`src/hdl/sdspi_pkg.sv`:
```
// sdspi_pkg: shared types and constants for the SD card SPI-mode command engine.
// No dependencies; used by every module under hdl/.
package sdspi_pkg;

	// protocol constants
	localparam int unsigned RESP_WAIT_BYTES = 8;
	localparam int unsigned MAX_BLOCKS      = 256;

	localparam logic [7:0]  CMD_START   = 8'h40;
	localparam logic [7:0]  CMD_CRC     = 8'h95;
	localparam logic [7:0]  TOKEN_START = 8'hFE;
	localparam logic [7:0]  BYTE_FILL   = 8'hFF;
	localparam logic [7:0]  BYTE_ZERO   = 8'h00;
	localparam logic [4:0]  DRESP_CRC   = 5'h0B;
	localparam logic [4:0]  DRESP_WERR  = 5'h0D;
	localparam logic [31:0] ADDR_STEP   = 32'd512;

	// command indexes
	localparam logic [5:0] CMD9  = 6'd9;
	localparam logic [5:0] CMD10 = 6'd10;
	localparam logic [5:0] CMD12 = 6'd12;
	localparam logic [5:0] CMD13 = 6'd13;
	localparam logic [5:0] CMD17 = 6'd17;
	localparam logic [5:0] CMD18 = 6'd18;
	localparam logic [5:0] CMD24 = 6'd24;
	localparam logic [5:0] CMD28 = 6'd28;
	localparam logic [5:0] CMD29 = 6'd29;
	localparam logic [5:0] CMD38 = 6'd38;

	// item opcodes
	localparam logic OP_START = 1'b0;
	localparam logic OP_SLOT  = 1'b1;

	// status codes
	localparam logic [2:0] ST_OK       = 3'd0;
	localparam logic [2:0] ST_NO_RESP  = 3'd1;
	localparam logic [2:0] ST_NO_TOKEN = 3'd2;
	localparam logic [2:0] ST_CRC_REJ  = 3'd3;
	localparam logic [2:0] ST_WR_ERR   = 3'd4;
	localparam logic [2:0] ST_BUSY_TO  = 3'd5;

	// register map (word index)
	localparam logic [1:0] REG_BLOCK_LEN  = 2'd0;
	localparam logic [1:0] REG_TOKEN_WAIT = 2'd1;
	localparam logic [1:0] REG_BUSY_WAIT  = 2'd2;

	localparam logic [11:0] BLOCK_LEN_RST  = 12'd512;
	localparam logic [15:0] TOKEN_WAIT_RST = 16'd8192;
	localparam logic [31:0] BUSY_WAIT_RST  = 32'd0;

	typedef struct packed {
		logic [11:0] block_len;
		logic [15:0] token_wait_limit;
		logic [31:0] busy_wait_limit;
	} cfg_t;

	typedef struct packed {
		logic        op;
		logic [5:0]  cmd;
		logic [31:0] arg;
		logic [8:0]  block_count;
		logic [7:0]  miso_byte;
		logic [7:0]  wdata_byte;
	} item_t;

	typedef struct packed {
		logic [7:0]  mosi_byte;
		logic        cs_active;
		logic        rd_valid;
		logic [7:0]  rd_byte;
		logic        wdata_taken;
		logic        done_res;
		logic [2:0]  status;
		logic [15:0] response;
	} res_t;

endpackage

```
`src/hdl/sdspi_cfg.sv`:
```
// sdspi_cfg: APB register file for block length and wait limits.
// Depends on sdspi_pkg.
module sdspi_cfg (
	input  logic                clk,
	input  logic                arst_n,
	input  logic                psel,
	input  logic                penable,
	input  logic                pwrite,
	input  logic [3:0]          paddr,
	input  logic [31:0]         pwdata,
	output logic [31:0]         prdata,
	output logic                pready,
	output sdspi_pkg::cfg_t     cfg
);

	logic [11:0] block_len_q;
	logic [15:0] token_wait_q;
	logic [31:0] busy_wait_q;
	logic        wr_en;
	logic [1:0]  reg_idx;

	// byte lanes within a word are not decoded
	assign reg_idx = paddr[3:2];
	assign pready  = 1'b1;
	assign wr_en   = psel & penable & pwrite & pready;

	always_ff @(posedge clk or negedge arst_n) begin
		if (!arst_n) begin
			block_len_q  <= sdspi_pkg::BLOCK_LEN_RST;
			token_wait_q <= sdspi_pkg::TOKEN_WAIT_RST;
			busy_wait_q  <= sdspi_pkg::BUSY_WAIT_RST;
		end else if (wr_en) begin
			case (reg_idx)
				sdspi_pkg::REG_BLOCK_LEN:  block_len_q  <= pwdata[11:0];
				sdspi_pkg::REG_TOKEN_WAIT: token_wait_q <= pwdata[15:0];
				sdspi_pkg::REG_BUSY_WAIT:  busy_wait_q  <= pwdata;
				default: ;
			endcase
		end
	end

	always_comb begin
		case (reg_idx)
			sdspi_pkg::REG_BLOCK_LEN:  prdata = {20'd0, block_len_q};
			sdspi_pkg::REG_TOKEN_WAIT: prdata = {16'd0, token_wait_q};
			sdspi_pkg::REG_BUSY_WAIT:  prdata = busy_wait_q;
			default:                   prdata = 32'd0;
		endcase
	end

	assign cfg.block_len        = block_len_q;
	assign cfg.token_wait_limit = token_wait_q;
	assign cfg.busy_wait_limit  = busy_wait_q;

endmodule

```
`src/hdl/sdspi_step.sv`:
```
// sdspi_step: request state and the per-item step logic (one SPI byte per item).
// Depends on sdspi_pkg; driven from the input stage of the top level.
module sdspi_step (
	input  logic             clk,
	input  logic             arst_n,
	input  logic             en,
	input  sdspi_pkg::item_t item,
	input  sdspi_pkg::cfg_t  cfg,
	output sdspi_pkg::res_t  res
);

	typedef enum logic [3:0] {
		PH_IDLE, PH_CMD, PH_RESP, PH_R2, PH_BUSY, PH_TOKEN, PH_RDATA,
		PH_RCRC, PH_WTOKEN, PH_WDATA, PH_WCRC, PH_WRESP, PH_TAIL
	} phase_t;

	phase_t      phase_q, n_phase;
	logic [15:0] bc_q, n_bc;
	logic [31:0] busy_q, n_busy;
	logic [5:0]  cmd_q, n_cmd;
	logic [31:0] arg_q, n_arg;
	logic [8:0]  blocks_q, n_blocks;
	logic [15:0] resp_q, n_resp;
	logic [2:0]  err_q, n_err;
	logic        stop_q, n_stop;

	logic        is_read, is_r1b;
	logic        do_rfinish, do_complete, do_finish, do_frame;
	logic [8:0]  blk_sat, blk_dec;
	logic [4:0]  dresp;

	function automatic logic [7:0] frame_byte(input logic [15:0] idx, input logic [5:0] c,
		input logic [31:0] a);
		case (idx)
			16'd0:   frame_byte = sdspi_pkg::CMD_START | {2'b00, c};
			16'd1:   frame_byte = a[31:24];
			16'd2:   frame_byte = a[23:16];
			16'd3:   frame_byte = a[15:8];
			16'd4:   frame_byte = a[7:0];
			default: frame_byte = sdspi_pkg::CMD_CRC;
		endcase
	endfunction

	assign is_read = (cmd_q == sdspi_pkg::CMD9) || (cmd_q == sdspi_pkg::CMD10) ||
		(cmd_q == sdspi_pkg::CMD17) || (cmd_q == sdspi_pkg::CMD18);
	assign is_r1b = (cmd_q == sdspi_pkg::CMD12) || (cmd_q == sdspi_pkg::CMD28) ||
		(cmd_q == sdspi_pkg::CMD29) || (cmd_q == sdspi_pkg::CMD38);
	assign blk_sat = (item.block_count > 9'(sdspi_pkg::MAX_BLOCKS)) ?
		9'(sdspi_pkg::MAX_BLOCKS) : item.block_count;
	assign blk_dec = (blocks_q != 9'd0) ? blocks_q - 9'd1 : blocks_q;
	assign dresp   = item.miso_byte[4:0];

	always_comb begin
		n_phase  = phase_q;
		n_bc     = bc_q;
		n_busy   = busy_q;
		n_cmd    = cmd_q;
		n_arg    = arg_q;
		n_blocks = blocks_q;
		n_resp   = resp_q;
		n_err    = err_q;
		n_stop   = stop_q;
		do_rfinish  = 1'b0;
		do_complete = 1'b0;
		do_finish   = 1'b0;
		do_frame    = 1'b0;
		res = '0;
		res.mosi_byte = sdspi_pkg::BYTE_FILL;

		if (item.op == sdspi_pkg::OP_START) begin
			n_cmd    = item.cmd;
			n_arg    = item.arg;
			n_blocks = blk_sat;
			n_err    = sdspi_pkg::ST_OK;
			n_resp   = 16'd0;
			n_stop   = 1'b0;
			n_busy   = 32'd0;
			if (item.cmd == sdspi_pkg::CMD24 && blk_sat == 9'd0)
				do_finish = 1'b1;
			else
				do_frame = 1'b1;
		end else begin
			case (phase_q)
				PH_CMD: begin
					n_bc = bc_q + 16'd1;
					if (n_bc < 16'd6) begin
						res.mosi_byte = frame_byte(n_bc, cmd_q, arg_q);
						res.cs_active = 1'b1;
					end else begin
						n_phase = PH_RESP;
						n_bc    = 16'd0;
						res.cs_active = 1'b1;
					end
				end
				PH_RESP: begin
					if (item.miso_byte != sdspi_pkg::BYTE_FILL) begin
						n_resp = {8'd0, item.miso_byte};
						if (is_read) begin
							if (blocks_q == 9'd0)
								do_rfinish = 1'b1;
							else begin
								n_phase = PH_TOKEN;
								n_bc    = 16'd0;
								res.cs_active = 1'b1;
							end
						end else if (cmd_q == sdspi_pkg::CMD24) begin
							n_phase = PH_WTOKEN;
							res.mosi_byte = sdspi_pkg::TOKEN_START;
							res.cs_active = 1'b1;
						end else if (is_r1b) begin
							n_phase = PH_BUSY;
							n_busy  = 32'd0;
							res.cs_active = 1'b1;
						end else if (cmd_q == sdspi_pkg::CMD13) begin
							n_phase = PH_R2;
							res.cs_active = 1'b1;
						end else
							do_complete = 1'b1;
					end else begin
						n_bc = bc_q + 16'd1;
						if (n_bc >= 16'(sdspi_pkg::RESP_WAIT_BYTES)) begin
							n_resp = {8'd0, sdspi_pkg::BYTE_FILL};
							if (err_q == sdspi_pkg::ST_OK) n_err = sdspi_pkg::ST_NO_RESP;
							if (is_read) do_rfinish = 1'b1;
							else do_complete = 1'b1;
						end else
							res.cs_active = 1'b1;
					end
				end
				PH_R2: begin
					n_resp = {resp_q[7:0], item.miso_byte};
					do_complete = 1'b1;
				end
				PH_BUSY: begin
					if (item.miso_byte == sdspi_pkg::BYTE_ZERO) begin
						n_busy = busy_q + 32'd1;
						if (cfg.busy_wait_limit != 32'd0 && n_busy >= cfg.busy_wait_limit) begin
							if (err_q == sdspi_pkg::ST_OK) n_err = sdspi_pkg::ST_BUSY_TO;
							do_complete = 1'b1;
						end else
							res.cs_active = 1'b1;
					end else begin
						if (cmd_q == sdspi_pkg::CMD24) n_blocks = blk_dec;
						do_complete = 1'b1;
					end
				end
				PH_TOKEN: begin
					if (item.miso_byte == sdspi_pkg::TOKEN_START) begin
						n_phase = (cfg.block_len != 12'd0) ? PH_RDATA : PH_RCRC;
						n_bc    = 16'd0;
						res.cs_active = 1'b1;
					end else begin
						n_bc = bc_q + 16'd1;
						if (n_bc >= cfg.token_wait_limit) begin
							if (err_q == sdspi_pkg::ST_OK) n_err = sdspi_pkg::ST_NO_TOKEN;
							do_rfinish = 1'b1;
						end else
							res.cs_active = 1'b1;
					end
				end
				PH_RDATA: begin
					res.rd_valid = 1'b1;
					res.rd_byte  = item.miso_byte;
					n_bc = bc_q + 16'd1;
					if (n_bc >= {4'd0, cfg.block_len}) begin
						n_phase = PH_RCRC;
						n_bc    = 16'd0;
					end
					res.cs_active = 1'b1;
				end
				PH_RCRC: begin
					n_bc = bc_q + 16'd1;
					if (n_bc < 16'd2)
						res.cs_active = 1'b1;
					else begin
						n_blocks = blk_dec;
						if (blk_dec == 9'd0)
							do_rfinish = 1'b1;
						else begin
							n_phase = PH_TOKEN;
							n_bc    = 16'd0;
							res.cs_active = 1'b1;
						end
					end
				end
				PH_WTOKEN: begin
					n_bc = 16'd0;
					res.cs_active = 1'b1;
					if (cfg.block_len != 12'd0) begin
						n_phase = PH_WDATA;
						res.mosi_byte   = item.wdata_byte;
						res.wdata_taken = 1'b1;
					end else begin
						n_phase = PH_WCRC;
						res.mosi_byte = sdspi_pkg::BYTE_ZERO;
					end
				end
				PH_WDATA: begin
					n_bc = bc_q + 16'd1;
					res.cs_active = 1'b1;
					if (n_bc < {4'd0, cfg.block_len}) begin
						res.mosi_byte   = item.wdata_byte;
						res.wdata_taken = 1'b1;
					end else begin
						n_phase = PH_WCRC;
						n_bc    = 16'd0;
						res.mosi_byte = sdspi_pkg::BYTE_ZERO;
					end
				end
				PH_WCRC: begin
					n_bc = bc_q + 16'd1;
					res.cs_active = 1'b1;
					if (n_bc < 16'd2)
						res.mosi_byte = sdspi_pkg::BYTE_ZERO;
					else
						n_phase = PH_WRESP;
				end
				PH_WRESP: begin
					if (dresp == sdspi_pkg::DRESP_CRC) begin
						if (err_q == sdspi_pkg::ST_OK) n_err = sdspi_pkg::ST_CRC_REJ;
						do_complete = 1'b1;
					end else if (dresp == sdspi_pkg::DRESP_WERR) begin
						if (err_q == sdspi_pkg::ST_OK) n_err = sdspi_pkg::ST_WR_ERR;
						do_complete = 1'b1;
					end else begin
						n_phase = PH_BUSY;
						n_busy  = 32'd0;
						res.cs_active = 1'b1;
					end
				end
				PH_TAIL: begin
					if (cmd_q == sdspi_pkg::CMD24 && err_q == sdspi_pkg::ST_OK &&
						blocks_q != 9'd0) begin
						n_arg    = arg_q + sdspi_pkg::ADDR_STEP;
						do_frame = 1'b1;
					end else
						do_finish = 1'b1;
				end
				default: begin
					n_phase = PH_IDLE;
				end
			endcase
		end

		// multi-block read closes with CMD12 while chip select stays low
		if (do_rfinish) begin
			if (cmd_q == sdspi_pkg::CMD18 && !stop_q) begin
				n_stop   = 1'b1;
				n_cmd    = sdspi_pkg::CMD12;
				n_arg    = 32'd0;
				do_frame = 1'b1;
			end else
				do_complete = 1'b1;
		end
		if (do_complete) begin
			n_phase = PH_TAIL;
			res.mosi_byte = sdspi_pkg::BYTE_FILL;
			res.cs_active = 1'b0;
		end
		if (do_frame) begin
			n_phase = PH_CMD;
			n_bc    = 16'd0;
			res.mosi_byte = frame_byte(16'd0, n_cmd, n_arg);
			res.cs_active = 1'b1;
		end
		if (do_finish) begin
			n_phase = PH_IDLE;
			n_stop  = 1'b0;
			res.done_res  = 1'b1;
			res.status    = n_err;
			res.response  = n_resp;
			res.mosi_byte = sdspi_pkg::BYTE_FILL;
			res.cs_active = 1'b0;
		end
	end

	always_ff @(posedge clk or negedge arst_n) begin
		if (!arst_n) begin
			phase_q  <= PH_IDLE;
			bc_q     <= 16'd0;
			busy_q   <= 32'd0;
			cmd_q    <= 6'd0;
			arg_q    <= 32'd0;
			blocks_q <= 9'd0;
			resp_q   <= 16'd0;
			err_q    <= sdspi_pkg::ST_OK;
			stop_q   <= 1'b0;
		end else if (en) begin
			phase_q  <= n_phase;
			bc_q     <= n_bc;
			busy_q   <= n_busy;
			cmd_q    <= n_cmd;
			arg_q    <= n_arg;
			blocks_q <= n_blocks;
			resp_q   <= n_resp;
			err_q    <= n_err;
			stop_q   <= n_stop;
		end
	end

	a_stop_only_cmd12: assert property (@(posedge clk) disable iff (!arst_n)
		(stop_q && phase_q != PH_IDLE) |-> (cmd_q == sdspi_pkg::CMD12))
		else $error("stop pending without CMD12");

	a_blocks_bounded: assert property (@(posedge clk) disable iff (!arst_n)
		blocks_q <= 9'(sdspi_pkg::MAX_BLOCKS))
		else $error("block count above limit");

	a_frame_len: assert property (@(posedge clk) disable iff (!arst_n)
		(phase_q == PH_CMD) |-> (bc_q < 16'd6))
		else $error("command frame overrun");

endmodule

```
`src/hdl/sd_spi_command_engine.sv`:
```
// sd_spi_command_engine: top level, input stage, result register and APB port.
// Depends on sdspi_pkg, sdspi_cfg and sdspi_step.
//
// Usage: each item on the input channel (in_valid/in_ready) is either a start
// request (op = 0: cmd, arg, block_count) or one finished SPI byte slot
// (op = 1: miso_byte received, wdata_byte offered). Every item yields exactly
// one result on the output channel (out_valid/out_ready): the byte to shift
// next, chip select, read payload strobe, write payload consumption and, at
// the end of a request, done_res with status and response.
// Each item passes the input register, then the result register. Throughput:
// one item per clock while the receiver is not stalled; the step logic is a
// single pass over the request state, so the SPI byte transfer sets the real
// pace.
// Reset (arst_n low) returns the engine to idle with registers at defaults
// (block_len 512, token_wait_limit 8192, busy_wait_limit 0).
// A stalled receiver holds the result register; one more item may wait in
// the input register, after which in_ready drops until out_ready returns.
// Registers sit at byte addresses 0, 4 and 8; write them only while idle.
module sd_spi_command_engine (
	input  logic        clk,
	input  logic        arst_n,
	input  logic        in_valid,
	output logic        in_ready,
	input  logic        op,
	input  logic [5:0]  cmd,
	input  logic [31:0] arg,
	input  logic [8:0]  block_count,
	input  logic [7:0]  miso_byte,
	input  logic [7:0]  wdata_byte,
	output logic        out_valid,
	input  logic        out_ready,
	output logic [7:0]  mosi_byte,
	output logic        cs_active,
	output logic        rd_valid,
	output logic [7:0]  rd_byte,
	output logic        wdata_taken,
	output logic        done_res,
	output logic [2:0]  status,
	output logic [15:0] response,
	input  logic        psel,
	input  logic        penable,
	input  logic        pwrite,
	input  logic [3:0]  paddr,
	input  logic [31:0] pwdata,
	output logic [31:0] prdata,
	output logic        pready
);

	sdspi_pkg::cfg_t  cfg;
	sdspi_pkg::item_t item_s1;
	sdspi_pkg::res_t  step_res, res_s2;
	logic             valid_s1, valid_s2;
	logic             advance, step_en;

	assign advance  = !valid_s2 || out_ready;
	assign step_en  = valid_s1 && advance;
	assign in_ready = !valid_s1 || advance;

	always_ff @(posedge clk or negedge arst_n) begin
		if (!arst_n)
			valid_s1 <= 1'b0;
		else if (in_ready)
			valid_s1 <= in_valid;
	end

	always_ff @(posedge clk) begin
		if (in_ready && in_valid) begin
			item_s1.op          <= op;
			item_s1.cmd         <= cmd;
			item_s1.arg         <= arg;
			item_s1.block_count <= block_count;
			item_s1.miso_byte   <= miso_byte;
			item_s1.wdata_byte  <= wdata_byte;
		end
	end

	sdspi_cfg u_cfg (
		.clk     (clk),
		.arst_n  (arst_n),
		.psel    (psel),
		.penable (penable),
		.pwrite  (pwrite),
		.paddr   (paddr),
		.pwdata  (pwdata),
		.prdata  (prdata),
		.pready  (pready),
		.cfg     (cfg)
	);

	sdspi_step u_step (
		.clk    (clk),
		.arst_n (arst_n),
		.en     (step_en),
		.item   (item_s1),
		.cfg    (cfg),
		.res    (step_res)
	);

	always_ff @(posedge clk or negedge arst_n) begin
		if (!arst_n)
			valid_s2 <= 1'b0;
		else if (advance)
			valid_s2 <= valid_s1;
	end

	always_ff @(posedge clk) begin
		if (step_en)
			res_s2 <= step_res;
	end

	assign out_valid   = valid_s2;
	assign mosi_byte   = res_s2.mosi_byte;
	assign cs_active   = res_s2.cs_active;
	assign rd_valid    = res_s2.rd_valid;
	assign rd_byte     = res_s2.rd_byte;
	assign wdata_taken = res_s2.wdata_taken;
	assign done_res    = res_s2.done_res;
	assign status      = res_s2.status;
	assign response    = res_s2.response;

	a_step_loads: assert property (@(posedge clk) disable iff (!arst_n)
		step_en |=> valid_s2)
		else $error("stepped item lost before result register");

	a_done_cs_off: assert property (@(posedge clk) disable iff (!arst_n)
		(valid_s2 && res_s2.done_res) |-> !res_s2.cs_active)
		else $error("done with chip select held");

	a_rd_wr_excl: assert property (@(posedge clk) disable iff (!arst_n)
		valid_s2 |-> !(res_s2.rd_valid && res_s2.wdata_taken))
		else $error("read and write payload in one slot");

	a_status_on_done: assert property (@(posedge clk) disable iff (!arst_n)
		(valid_s2 && !res_s2.done_res) |-> (res_s2.status == sdspi_pkg::ST_OK))
		else $error("status outside done item");

endmodule
```
`config.mk`:
```
export PLATFORM = sky130hd
export DESIGN_NAME = sd_spi_command_engine
export DESIGN_NICKNAME = d
export VERILOG_FILES = /design/src/hdl/sdspi_pkg.sv /design/src/hdl/sdspi_cfg.sv /design/src/hdl/sdspi_step.sv /design/src/hdl/sd_spi_command_engine.sv
export SDC_FILE = /design/constraint.sdc
export NUM_CORES = 1
export LEC_CHECK = 0
export ABC_CLOCK_PERIOD_IN_PS = 7700
export BUFFER_PORTS_ARGS = -buffer_cell sky130_fd_sc_hd__buf_2
export CAP_MARGIN = 20
export CORE_MARGIN = 1
export CORE_UTILIZATION = 50
export CTS_CLUSTER_DIAMETER = 120
export DETAILED_ROUTE_END_ITERATION = 10
export PLACE_DENSITY = 0.82
export SYNTH_ARGS = -nofsm -noshare
export SYNTH_HDL_FRONTEND = slang
export SYNTH_HIERARCHICAL = 1
export SYNTH_SLANG_ARGS = --single-unit
```
`constraint.sdc`:
```
create_clock -name clk -period 7.7 [get_ports clk]
set_input_delay 1.155 -clock clk [delete_from_list [all_inputs] [get_ports clk]]
set_output_delay 1.155 -clock clk [all_outputs]
set_load 0.01 [all_outputs]
```
=== Word-level counts from Yosys, hierarchy flattened ===
Cells that the tools add are included.

* Flip-flop bits (word level): 284
* Bits of input ports: 107
* Output and inout bits: 74
* Word-level logic and storage cells: 297

* Add/sub/neg operators: 4
* Magnitude comparators: 8
* Equal/unequal tests: 60
* Muxes and demuxes: 151
* Bitwise gates (word level): 3
* Reductions and logical operators: 42

{| class="wikitable"
|+ Operators by type and width
! operator !! count
|-
| $mux W32 || 13
|-
| $mux W16 || 14
|-
| $pmux W32 S3 || 2
|-
| $pmux W16 S8 || 1
|-
| $mux W9 || 9
|-
| $pmux W8 S5 || 2
|-
| $mux W4 || 19
|-
| $mux W1 || 59
|-
| $mux W3 || 14
|-
| $pmux W4 S10 || 1
|-
| $eq A6 B5 Y1 const B || 6
|-
| $ne A5 B2 Y1 const B || 7
|-
| $add A32 B1 Y32 const B || 1
|-
| $add A32 B10 Y32 const B || 1
|-
| $eq A16 B2 Y1 const B || 2
|-
| $ge A32 B32 Y1 || 1
|-
| $mux W8 || 4
|-
| $pmux W16 S2 || 1
|-
| $reduce_bool A32 Y1 || 1
|-
| $logic_not A9 Y1 || 3
|-
| $eq A6 B4 Y1 const B || 4
|-
| $eq A4 B4 Y1 const B || 5
|-
| $mux W20 || 1
|-
| $mux W19 || 1
|-
| other kinds (57) || 96
|}

=== Depth between registers and ports, before layout ===
Gate-level depths: netlist of run 1.

* Depth in word-level cells: 15
* Gate-level depth with buffers: 19
* Gate-level depth less buffers: 18

=== Hierarchy ===
Netlist of run 1, hierarchy kept.

{| class="wikitable"
|+ Modules (own cells, without submodules)
! module !! times used !! cells an instance !! area each (µm²) !! seq. area each (µm²)
|-
| sdspi_step || 1 || 1379 || 10603.9 || 2977.9
|-
| sd_spi_command_engine || 1 || 111 || 3196.8 || 3143.0
|-
| sdspi_cfg || 1 || 196 || 2716.4 || 1503.9
|}

=== Least setup slack after synthesis of run 1 ===
Ideal clock, no wire load.

* Kind: reg-to-reg
* From: register u_step.busy_q[0]
* To: register res_s2 (netlist bit cs_active) (data pin)
* Arrival time: 4.302 ns
* Required time: 7.444 ns
* Slack: 3.142 ns
* Cell stages (with the launch flop): 20
* Period minus slack after synthesis: 4.558 ns
* Path through: dfrtp_1 > ha_1 > and3_1 > nand4_1 > nor3_1 > and3_1 > and3_1 > clkbuf_1 > nand3_1 > xnor2_1 > ha_1 > nand4_1 > nor3_1 > nand2_1 > a2111oi_0 > o31a_1 > nor3_1 > or3_1 > or4_1 > a41o_1

* Word-level cells in the longest chain between the ends: 11
* Elaborated cells on any way between the ends: 15

{| class="wikitable"
|+ RTL lines
! what !! line !! source
|-
| start: declaration || sdspi_step.sv:19 || <nowiki>logic [31:0] busy_q, n_busy;</nowiki>
|-
| start signal: assignment || sdspi_step.sv:291 || <nowiki>busy_q <= n_busy;</nowiki>
|-
| $add A32 B1 Y32 * || sdspi_step.sv:136 || <nowiki>n_busy = busy_q + 32'd1;</nowiki>
|-
| $ge A32 B32 Y1 * || sdspi_step.sv:137 || <nowiki>if (cfg.busy_wait_limit != 32'd0 && n_busy >= cfg.busy_wait_limit) begin</nowiki>
|-
| $logic_and A1 B1 Y1 * || sdspi_step.sv:137 ||
|-
| $mux W1 || sdspi_step.sv:137 ||
|-
| $mux W1 || sdspi_step.sv:135 || <nowiki>if (item.miso_byte == sdspi_pkg::BYTE_ZERO) begin</nowiki>
|-
| $pmux W1 S4 || sdspi_step.sv:83 || <nowiki>case (phase_q)</nowiki>
|-
| $mux W1 || sdspi_step.sv:70 || <nowiki>if (item.op == sdspi_pkg::OP_START) begin</nowiki>
|-
| $mux W1 || sdspi_step.sv:247 || <nowiki>if (cmd_q == sdspi_pkg::CMD18 && !stop_q) begin</nowiki>
|-
| $mux W1 || sdspi_step.sv:246 || <nowiki>if (do_rfinish) begin</nowiki>
|-
| $mux W9 * || sdspi_step.sv:255 || <nowiki>if (do_complete) begin</nowiki>
|-
| $mux W9 * || sdspi_step.sv:260 || <nowiki>if (do_frame) begin</nowiki>
|-
| end signal: assignment || sd_spi_command_engine.sv:108 || <nowiki>res_s2 <= step_res;</nowiki>
|-
| end: declaration || sd_spi_command_engine.sv:51 || <nowiki>sdspi_pkg::res_t step_res, res_s2;</nowiki>
|}

Every way passes the cells marked *; elsewhere a longest branch is shown, timed or not.
A chain may end at the register's enable or synchronous reset.

=== Final worst setup path of run 1 ===
* From: register u_step.busy_q[2]
* To: register res_s2 (netlist bit cs_active) (data pin)

The elaborated chain is that of the path after synthesis.

==> results of run 1 <==
-- critical path, stage by stage (launching register included) --
cell and delay, ps:
dfrtp_1 430, nand3_1 140, nor2_1 320, nand4_1 300
nor4_1 830, and3_1 370, nand3_1 140, xnor2_1 170
ha_1 310, nand4_1 110, nor2_1 190, nand2_1 120
a2111oi_0 420, o31a_1 340, nor3_1 90, or3_1 330
or4_1 410, a41o_1 260
-- synthesized netlist by cell type (all sizes together) (24+ instances only) --
library cell  count  area [sq um]
ha               67           838
nand3            52           265
o2bb2ai          25           219
and2             31           196
a31oi            25           156
nand4            30           194
nor2            112           420
mux2             64           762
nand2           161           604
buf              30           179
xnor2            25           219
dfrtp           179          4480
nor4             35           231
a21oi            80           404
and3             32           200
a21o             34           255
edfxtp          103          3090
inv              93           349
o21ai           115           576
nor3             32           160
a22oi            24           180
clkbuf           65           246
-- metrics by stage --
stage	setup slack [ps]	instance area [sq um]	util (%)
5_1_grt	1900	18800	57.7
4_1_cts	2320	18800	57.7
6_report	2180	18800	57.7
3_3_place_gp	2510	17700	54.3
3_5_place_dp	2340	17700	54.3
2_1_floorplan	3140	16500	-
-- layout make-up --
cell class                      count  area [sq um]
Antenna cell                        1          2.50
Tap cell                          442           553
Fill cell                        2745         13700
Multi-Input combinational cell   1213          8140
Clock buffer                       43           946
Timing Repair Buffer              193          1010
Inverter                           94           353
Clock inverter                     17           156
Sequential cell                   284          7620
-- cell families (layout without fill, tap and decap cells) --
logic type,Yosys count,in the layout
and+or+nand+nor,562,562
AOI/OAI and AO/OA,451,451
DFF,284,284
buffers and inverters,189,347
muxes,85,85
adders and majority gates,67,67
xor gates and xnor gates,47,47
other,1,2
-- worst paths after layout --
kind | end | cells after the start
max in group asynchronous | u_step/arg_q[13] | 2
worst max register to register | cs_active | 17
min in group asynchronous | u_cfg/token_wait_q[8] | 1
worst min register to register | u_step/arg_q[8] | 1
worst max-delay path | cs_active | 17
worst min-delay path | u_step/arg_q[8] | 1
-- routing by layer --
metal | global-route usage [%] | up-vias | share of wire, %
met1 | 35.4 | 6857 | 42
met5 | 0 | - | 0
li1 | - | 6520 | -
met4 | 10.4 | 0 | 3.4
met3 | 4.68 | 103 | 7.8
met2 | 41.3 | 639 | 47
-- sequential cells by signal, indices dropped and copies added, names as in the netlist --
name and count:
u_cfg/token_wait_q 16, response 16, u_step/cmd_q 6, u_step/err_q 3, cs_active 1, wdata_taken 1, status 3, u_cfg/busy_wait_q 32
rd_byte 8, u_cfg/block_len_q 12, u_step/resp_q 16, u_step/bc_q 16, mosi_byte 8, valid_s1 1, u_step/busy_q 32, u_step/phase_q 4
out_valid 1, u_step/stop_q 1, rd_valid 1, u_step/blocks_q 9, item_s1 64, u_step/arg_q 32, done_res 1
-- cell usage in the layout (no fill, tap or decap), types with 21 or more instances in the layout --
| master | netlist | final |
|---|---|---|
| nand3_1 | 51 | 51 |
| buf_2 | 19 | 176 |
| mux2i_1 | 21 | 21 |
| mux2_2 | 53 | 53 |
| and3_1 | 32 | 32 |
| a21o_1 | 34 | 34 |
| ha_1 | 67 | 67 |
| xor2_1 | 22 | 22 |
| a22oi_1 | 24 | 24 |
| nand4_1 | 29 | 29 |
| dfrtp_1 | 179 | 179 |
| a21oi_1 | 79 | 79 |
| clkbuf_16 | 0 | 35 |
| edfxtp_1 | 103 | 103 |
| nor2_1 | 112 | 112 |
| a31oi_1 | 25 | 25 |
| o21ai_0 | 111 | 111 |
| inv_1 | 93 | 93 |
| and2_1 | 30 | 29 |
| xnor2_1 | 25 | 25 |
| nor4_1 | 33 | 33 |
| nand2_1 | 161 | 161 |
| nor3_1 | 32 | 32 |
| o2bb2ai_1 | 25 | 25 |
-- power groups by stage --
stage	logic (W)	registers, W	clock network, W
2_1_floorplan	0.00110	0.00202	0
4_1_cts	0.00144	0.00215	0.00161
3_5_place_dp	0.00143	0.00217	0
5_1_grt	0.00161	0.00220	0.00166
3_3_place_gp	0.00138	0.00216	0
6_report	0.00146	0.00216	0.00158
==> results.cfg, run 1 <==
[synthesis]
synth_nets = 1860
ys_seq_area_share_pct = 46.2
synthArstFlopShare_pct = 63.7
synth_compound_area_share_pct = 18.5
synth-seq-cells = 284
synth_edf_count = 103
synth_flop_cell = dfrtp_1
ys_types = 88
netlist_area_sq_um = 16500
postSynthCellCount = 1686
synth_top_family_by_area = compound AO/OA/AOI/OAI gates
synth-xor-area-share_pct = 2.49
synthAdderAreaFrac_pct = 5.08
syn_avg_cell_area_sq_um = 9.80
yosys_warnings = 6
synth_mux_area_share_pct = 5.89
yosys.area_share.simple_pct = 17.2

[worst_setup_path]
rrSetupSlack_ps = 2180
setup.worst_path.class = register to register
critPathRequiredTime_ps = 7960
critPathMaxFanout = 6
startpoint_type = register
critPathLaunch = u_step/busy_q[2]
arrival_ps = 5790
critPathCaptureType = register
r2r-start = u_step/busy_q[2]

[sta]
rsz0062_at_grt = false
slew_headroom_pct = 31.5
final-setup-viol-count = 0
post-route-period-util_pct = 71.7
worst_pin_slew_ps = 1020
period_minus_slack_ps = 5520
drv_slew = 0
holdWs_ps = 475
max_freq_mhz = 181
finClkSkew_ps = 15.9
tns_ps = 0
hold_viol_final = 0

[grt]
grt_pass1_wl_mm = 70.1
grt_antenna_before_repair = 1
gr-usage-all-layers_pct = 26.1
grt_overflow = 0
grt_max_degree = 76
first_global_vias = 13500

[pwr]
p_int_w = 0.00337
seqPwrFrac_pct = 41.6
p_total_w = 0.00520
pwr_density_cell_nw_per_um2 = 277
power.share.combinational_pct = 28.1
p_sw_w = 0.00183
p_leak_nw = 8.34
ir_drop_mv = 0.200
switching_share_pct = 35.1
clock_power_share_pct = 30.3

[routing]
drc = 0
wl_per_cell_microns = 19.3
first_pass_iters = 8
routed_wl_mm = 44.2
ant_nets = 0
drtIter0Drc = 1681
via_per_inst = 6.17
via_count = 14100

[finish]
nets = 1994
final_cells = 2287
syn_to_final_growth_pct = 13.7
layout-drive-gt1-share_pct = 18.2

[worst_hold_path]
hp-start = item_s1[33]
hp-class = register to register

[run]
drv_cap = 0

[clocking]
path_clk_slew_ps = 60
cts_root_buf = clkbuf_16
cts_tree = yes
cts_resized = 0
h-tree-depth = 2
post_cts_buffers = 0
clock_path_buffers = 3
hold_buffers = 0
cts_sinks = 284
cts_buffers = 34
clk_latency_ps = 520

[outcome]
status = finished, final reports clean

[die]
io_pins = 181
core_area_sq_um = 32500
start_util_pct = 50.8
die_height_microns = 184
die_x_microns = 184
rows = 66
dieArea_sq_um = 33800

[place]
portBuffers = 177
dp.cells = 2226
gp_congestion = 0.935
dp.final_hpwl_mm = 31.0
No activity file was read; power rests on OpenSTA's default activity.
==> inputs of run 2 (changes only) <==
--- a/config.mk
+++ b/config.mk
@@ -5,14 +5,15 @@
 export SDC_FILE = /design/constraint.sdc
 export NUM_CORES = 1
 export LEC_CHECK = 0
-export ABC_CLOCK_PERIOD_IN_PS = 7700
+export ABC_AREA = 1
+export ABC_CLOCK_PERIOD_IN_PS = 4450
 export BUFFER_PORTS_ARGS = -buffer_cell sky130_fd_sc_hd__buf_2
 export CAP_MARGIN = 20
 export CORE_MARGIN = 1
 export CORE_UTILIZATION = 50
 export CTS_CLUSTER_DIAMETER = 120
 export DETAILED_ROUTE_END_ITERATION = 10
-export PLACE_DENSITY = 0.82
+export PLACE_DENSITY = 0.84
 export SYNTH_ARGS = -nofsm -noshare
 export SYNTH_HDL_FRONTEND = slang
 export SYNTH_HIERARCHICAL = 1
==> constraint.sdc (replaced) <==
create_clock -name clk -period 4.45 [get_ports clk]
set_input_delay 0.6675 -clock clk [delete_from_list [all_inputs] [get_ports clk]]
set_output_delay 0.6675 -clock clk [all_outputs]
set_load 0.01 [all_outputs]
==> run 2 against run 1 <==
  * Synthesized cell count up 28%
  * Sequential power increased by 59%
  * Count of clock-buffer cells in the layout decreased by 6
  * Setup slack lost 2000 ps
  * Power up 64%
  * Wire length rose by 3.4%
  * Clock power increased by 69%
  * Critical endpoint is now u_step/phase_q[2]
  * Largest cell class unchanged
==> results.cfg, run 2 <==
[outcome]
status = finished, final reports clean

[synthesis]
synth.top_cell.area_share_pct = 26.6
ys_top_cells_by_area = dfrtp_1 27%, edfxtp_1 18%, nand2_1 14%
synth_top_family_by_area = simple AND/OR/NAND/NOR gates
synth-xor-area-share_pct = 1.87
synth-seq-cells = 284
postSynthCellCount = 2157
synthMostInstantiatedCell = nand2_1
synthAdderAreaFrac_pct = 4.98
synth_top_cell_by_area = dfrtp_1
syn_avg_cell_area_sq_um = 7.81
synthArstFlopShare_pct = 63.7
yosys.area_share.simple_pct = 28.2
synth_flop_cell = dfrtp_1
netlist_top_cells_count = 630 x nand2_1, 293 x inv_1, 187 x nor2_1
synth_edf_count = 103
synth_compound_area_share_pct = 10.8
yosys_warnings = 6
ys_types = 57
synth_mux_area_share_pct = 0
synth_nets = 2331
ys_seq_area_share_pct = 45.3
netlist_area_sq_um = 16800

[clocking]
cts_buffers = 31
cts_root_buf = clkbuf_16
clock_path_buffers = 3
path_clk_slew_ps = 70
cts_sinks = 284
cts_tree = yes
hold_buffers = 0
h-tree-depth = 1
clk_latency_ps = 560

[finish]
final_cells = 2811
layout_common_cells = 625 x nand2_1, 292 x inv_1, 181 x nor2_1
antenna_cells = 0
largest_register_ffs = 64
syn_to_final_growth_pct = 15.8
final_common_cell = nand2_1
layout-drive-gt1-share_pct = 15.8
nets = 2519
regMostFlops = item_s1

[pwr]
pwr_density_cell_nw_per_um2 = 438
p_leak_nw = 9.65
ir_drop_mv = 0.331

[die]
die_height_microns = 186
io_pins = 181
rows = 66
start_util_pct = 51.2
dieArea_sq_um = 34400
core_area_sq_um = 32900
die_x_microns = 186

[worst_setup_path]
reg2reg_to = u_step/phase_q[2]
critPathLaunch = u_step/busy_q[2]
path_common_cell = nand2_1
max_stage_delay_ps = 390
critPathCaptureType = register
arrival_ps = 4720
crit_path_end = u_step/phase_q[2]
slowest_stage = dfrtp_1
critPathBufInv = 3
cp_top_family = simple AND/OR/NAND/NOR gates
r2r_cells = 32
crit_cells = 32
startpoint_type = register
critPathRequiredTime_ps = 4940
rrSetupSlack_ps = 220
setup.worst_path.class = register to register
r2r-start = u_step/busy_q[2]
critPathMaxFanout = 4

[grt]
grt_max_degree = 98
grt_antenna_before_repair = 0
first_global_vias = 14800
gr-usage-all-layers_pct = 26.3
grt_overflow = 0
grt_pass1_wl_mm = 72.5

[routing]
drc = 0
first_pass_iters = 5
wl_per_cell_microns = 16.3
via_per_inst = 5.51
routed_wl_mm = 45.7
via_count = 15500
drtIter0Drc = 1433
ant_nets = 0

[sta]
period_minus_slack_ps = 4230
post-route-period-util_pct = 95.1
holdWs_ps = 160
worst_pin_slew_ps = 1040
hold_viol_final = 0
max_freq_mhz = 236
final-setup-viol-count = 0
finClkSkew_ps = 17.1
slew_headroom_pct = 30.4
drv_slew = 0
tns_ps = 0

[place]
dp.cells = 2749
gp_congestion = 0.944
dp.final_hpwl_mm = 33.4
portBuffers = 177

[run]
drv_cap = 0

[worst_hold_path]
hp-class = input pin to asynchronous set/reset pin
run 2: changes by cell type after synthesis, moves of 24 or more:
| cell | before | now |
|---|---|---|
| nand2_1 | 161 | 630 |
| inv_1 | 93 | 293 |
| nor2_1 | 112 | 187 |
| nand3_1 | 51 | 107 |
| o22ai_1 | 9 | 63 |
| mux2_2 | 53 | 0 |
| clkbuf_1 | 63 | 26 |
| a21o_1 | 34 | 0 |
| and3_1 | 32 | 1 |
| and2_1 | 30 | 3 |
| o2bb2ai_1 | 25 | 0 |
| xnor2_1 | 25 | 0 |
| a21oi_1 | 79 | 55 |
| a22oi_1 | 24 | 0 |
run 2: repair_timing:
item,CTS,global route
resized for setup,1,33
pin swaps,0,17
setup buffers,0,5
setup endpoints to repair,4,9
run 2: cells by family (layout without fill, tap and decap cells):
kind of cell	Yosys count	in the layout
fa+ha+maj	67	67
buf+inv	370	582
compound gates	316	316
other cells	1	1
simple gates	1083	1083
xor+xnor	36	36
flops	284	284
run 2: layer usage:
layer  track usage (%)  wire length [microns]
met5                 0                      0
met4              9.95                   1500
met3              3.74                   2760
met2              44.3                  22200
met1              34.2                  19300
run 2: power breakdown:
group / switching, W / internal, W
clock network: 0.00106 / 0.00161
registers: 0.000338 / 0.00310
logic: 0.00163 / 0.000810
total: 0.00304 / 0.00551
run 2: through the flow:
| step | worst slack (ps) | cell area [sq um] | utilization, % | total power, W |
|---|---|---|---|---|
| after floorplan | 527 | 16800 | - | 0.00506 |
| after global placement | 108 | 18200 | 55.5 | 0.00575 |
| after detailed placement | -30.0 | 18200 | 55.5 | 0.00583 |
| after CTS | 12.7 | 19300 | 58.8 | 0.00853 |
| after global routing | -163 | 19500 | 59.3 | 0.00904 |
| final | 217 | 19500 | 59.3 | 0.00855 |
run 2: worst min-delay path by stage:
stage	from	end	slack [ps]	cells past startpoint
floorplan	arst_n	out_valid	370	0
global placement	u_cfg/block_len_q[9]	u_cfg/block_len_q[9]	470	2
detailed placement	u_cfg/token_wait_q[13]	u_cfg/token_wait_q[13]	480	2
CTS	arst_n	u_cfg/busy_wait_q[27]	180	1
global route	arst_n	u_cfg/busy_wait_q[27]	200	1
finish	arst_n	u_cfg/busy_wait_q[27]	160	1
run 2: layout make-up:
| type | instances | area [sq um] |
|---|---|---|
| Timing Repair Buffer | 211 | 1180 |
| Clock inverter | 20 | 249 |
| Fill cell | 2883 | 13400 |
| Tap cell | 442 | 553 |
| Clock buffer | 37 | 818 |
| Inverter | 314 | 1180 |
| Sequential cell | 284 | 7620 |
| Multi-Input combinational cell | 1503 | 7900 |
run 2: worst register-to-register path, delay by kind of cell, from the launching register on:
family	cells	cell delay [ps]
xor gates and xnor gates	1	170
AOI/OAI and AO/OA	1	150
and+or+nand+nor	26	2880
buffers and inverters	3	270
DFF	1	390
adders and majority gates	1	300
==> inputs of run 3 (changes only) <==
--- a/config.mk
+++ b/config.mk
@@ -7,7 +7,7 @@
 export LEC_CHECK = 0
 export ABC_AREA = 1
 export ABC_CLOCK_PERIOD_IN_PS = 4450
-export BUFFER_PORTS_ARGS = -buffer_cell sky130_fd_sc_hd__buf_2
+export BUFFER_PORTS_ARGS = -buffer_cell sky130_fd_sc_hd__clkbuf_2
 export CAP_MARGIN = 20
 export CORE_MARGIN = 1
 export CORE_UTILIZATION = 50
==> run 3 against run 2 <==
  * Die area did not move
  * Global-route usage is 0.092 points higher
  * Flip-flop and latch count did not move
  * Power down 1.1%
  * Largest power group unchanged
  * First-iteration DRC count is 20% higher
  * Final area is 0.21% lower
  * Via count increased by 0.40%
  * Non-clock buffer count up 3
  * Critical path type unchanged
  * Register-to-register slack got worse by 90 ps
  * Highest routed layer unchanged
  * Critical endpoint is now u_step/phase_q[3]
  * Sequential power about the same
  * Clock power down 4%
==> results.cfg, run 3 (synthesis gave the netlist of run 2 again) <==
[sta]
period_minus_slack_ps = 4320
max_freq_mhz = 231
finClkSkew_ps = 20.6
drv_slew = 0
post-route-period-util_pct = 97.1
holdWs_ps = 135
worst_pin_slew_ps = 994
final-setup-viol-count = 0
slew_headroom_pct = 33.5
hold_viol_final = 0
rsz0062_at_grt = true

[worst_setup_path]
crit_path_end = u_step/phase_q[3]
r2r_cells = 31
startpoint_type = register
arrival_ps = 4830
critPathBufInv = 2
slowest_stage = dfrtp_1
crit_cells = 31
max_stage_delay_ps = 380
reg2reg_to = u_step/phase_q[3]
critPathRequiredTime_ps = 4960
r2r-start = u_step/busy_q[0]
cp_top_family = simple AND/OR/NAND/NOR gates
rrSetupSlack_ps = 130
setup.worst_path.class = register to register
critPathMaxFanout = 3
critPathLaunch = u_step/busy_q[0]
critPathCaptureType = register

[pwr]
p_leak_nw = 9.64
ir_drop_mv = 0.385
pwr_density_cell_nw_per_um2 = 434
p_total_w = 0.00845

[finish]
layout_common_cells = 623 x nand2_1, 291 x inv_1, 181 x nor2_1
largest_register_ffs = 64
seqCellArea_sq_um = 7620
final_common_cell = nand2_1
regMostFlops = item_s1
final_cells = 2815
syn_to_final_growth_pct = 15.6
multi_input_area_sq_um = 7890
fillCellCount = 2928
antenna_cells = 0
layout-drive-gt1-share_pct = 16.0
fin_util_pct = 59.2
nets = 2522

[die]
start_util_pct = 51.2
io_pins = 181
die_x_microns = 186
dieArea_sq_um = 34400
core_area_sq_um = 32900
rows = 66
die_height_microns = 186

[grt]
grt_overflow = 0
grt_pass1_wl_mm = 72.6
grt_max_degree = 101
grt_antenna_before_repair = 0
first_global_vias = 14900
gr-usage-all-layers_pct = 26.4

[place]
gp_congestion = 1.01
dp.final_hpwl_mm = 33.3
portBuffers = 177
dp.cells = 2753

[outcome]
status = finished, final reports clean

[routing]
route.met3.wl_mm = 3.04
first_pass_iters = 6
via_count = 15600
routed.top_layer = met4
drc = 0
drtIter0Drc = 1722
via_per_inst = 5.53
wl_per_cell_microns = 16.2
wl_met1_mm = 19.0
ant_nets = 0
met2_length_mm = 21.9
routed_wl_mm = 45.5

[clocking]
clk_latency_ps = 580
cts_buffers = 31
hold_buffers = 0
cts_tree = yes
clock_path_buffers = 3
h-tree-depth = 1
path_clk_slew_ps = 60
cts_root_buf = clkbuf_16
cts_sinks = 284

[run]
drv_cap = 0

[worst_hold_path]
hp-class = input pin to asynchronous set/reset pin
run 3: cell types whose count changed in the layout (fill, tap and decap cells not counted), moves of 2 or more:
cell,change
nand2_1,-2
buf_4,+3
buf_2,-176
xor2_2,-2
bufinv_16,-2
xor2_1,+2
inv_6,-2
clkbuf_2,+176
clkinv_2,+6
run 3: worst register-to-register path: cells and delay by family (launching register included):
kind | cells | cell delay (ps)
AND/OR/NAND/NOR | 26 | 3020
flip-flops | 1 | 380
buffers and inverters | 2 | 160
XOR/XNOR | 1 | 220
adder cells (fa/ha/maj) | 2 | 490
run 3: stage by stage:
step                worst slack, ps  area, sq um  TNS (ps)
finish                          127        19500         0
global route                   -188        19500     -1050
CTS                            13.5        19300         0
detailed placement             -144        18300      -605
global placement               62.6        18300         0
floorplan                       527        16800         0
run 3: power by group:
part	internal, W	total [W]	switching [W]
combinational	0.000816	0.00246	0.00165
sequential	0.00310	0.00343	0.000337
clock	0.00147	0.00256	0.00108
total	0.00538	0.00845	0.00307
run 3: metal layers:
layer / track usage, % / up-vias
li1: - / 7440
met1: 34.5 / 7323
met2: 44.7 / 676
met3: 3.09 / 119
met4: 10.3 / 0
met5: 0 / -
run 3: worst min-delay path by stage:
stage | endpoint
after floorplan | out_valid
after global placement | u_cfg/block_len_q[9]
after detailed placement | u_cfg/block_len_q[9]
after CTS | u_cfg/busy_wait_q[26]
after global routing | u_cfg/busy_wait_q[26]
final | u_cfg/busy_wait_q[27]
run 3: what timing repair did:
item	4_1_cts	5_1_grt
endpoints found under the setup margin	5	9
pin swaps	2	18
cloned	0	0
resized for setup	5	32
setup buffers	1	3
run 3: area by class of cell:
class	instances	area share, %
clock buffers	37	4.15
multi-input cells	1503	40.6
clock inverters	21	1.02
inverters	314	6.06
well taps	442	2.84
flip-flops and latches	284	39.2
repair buffers	214	6.20
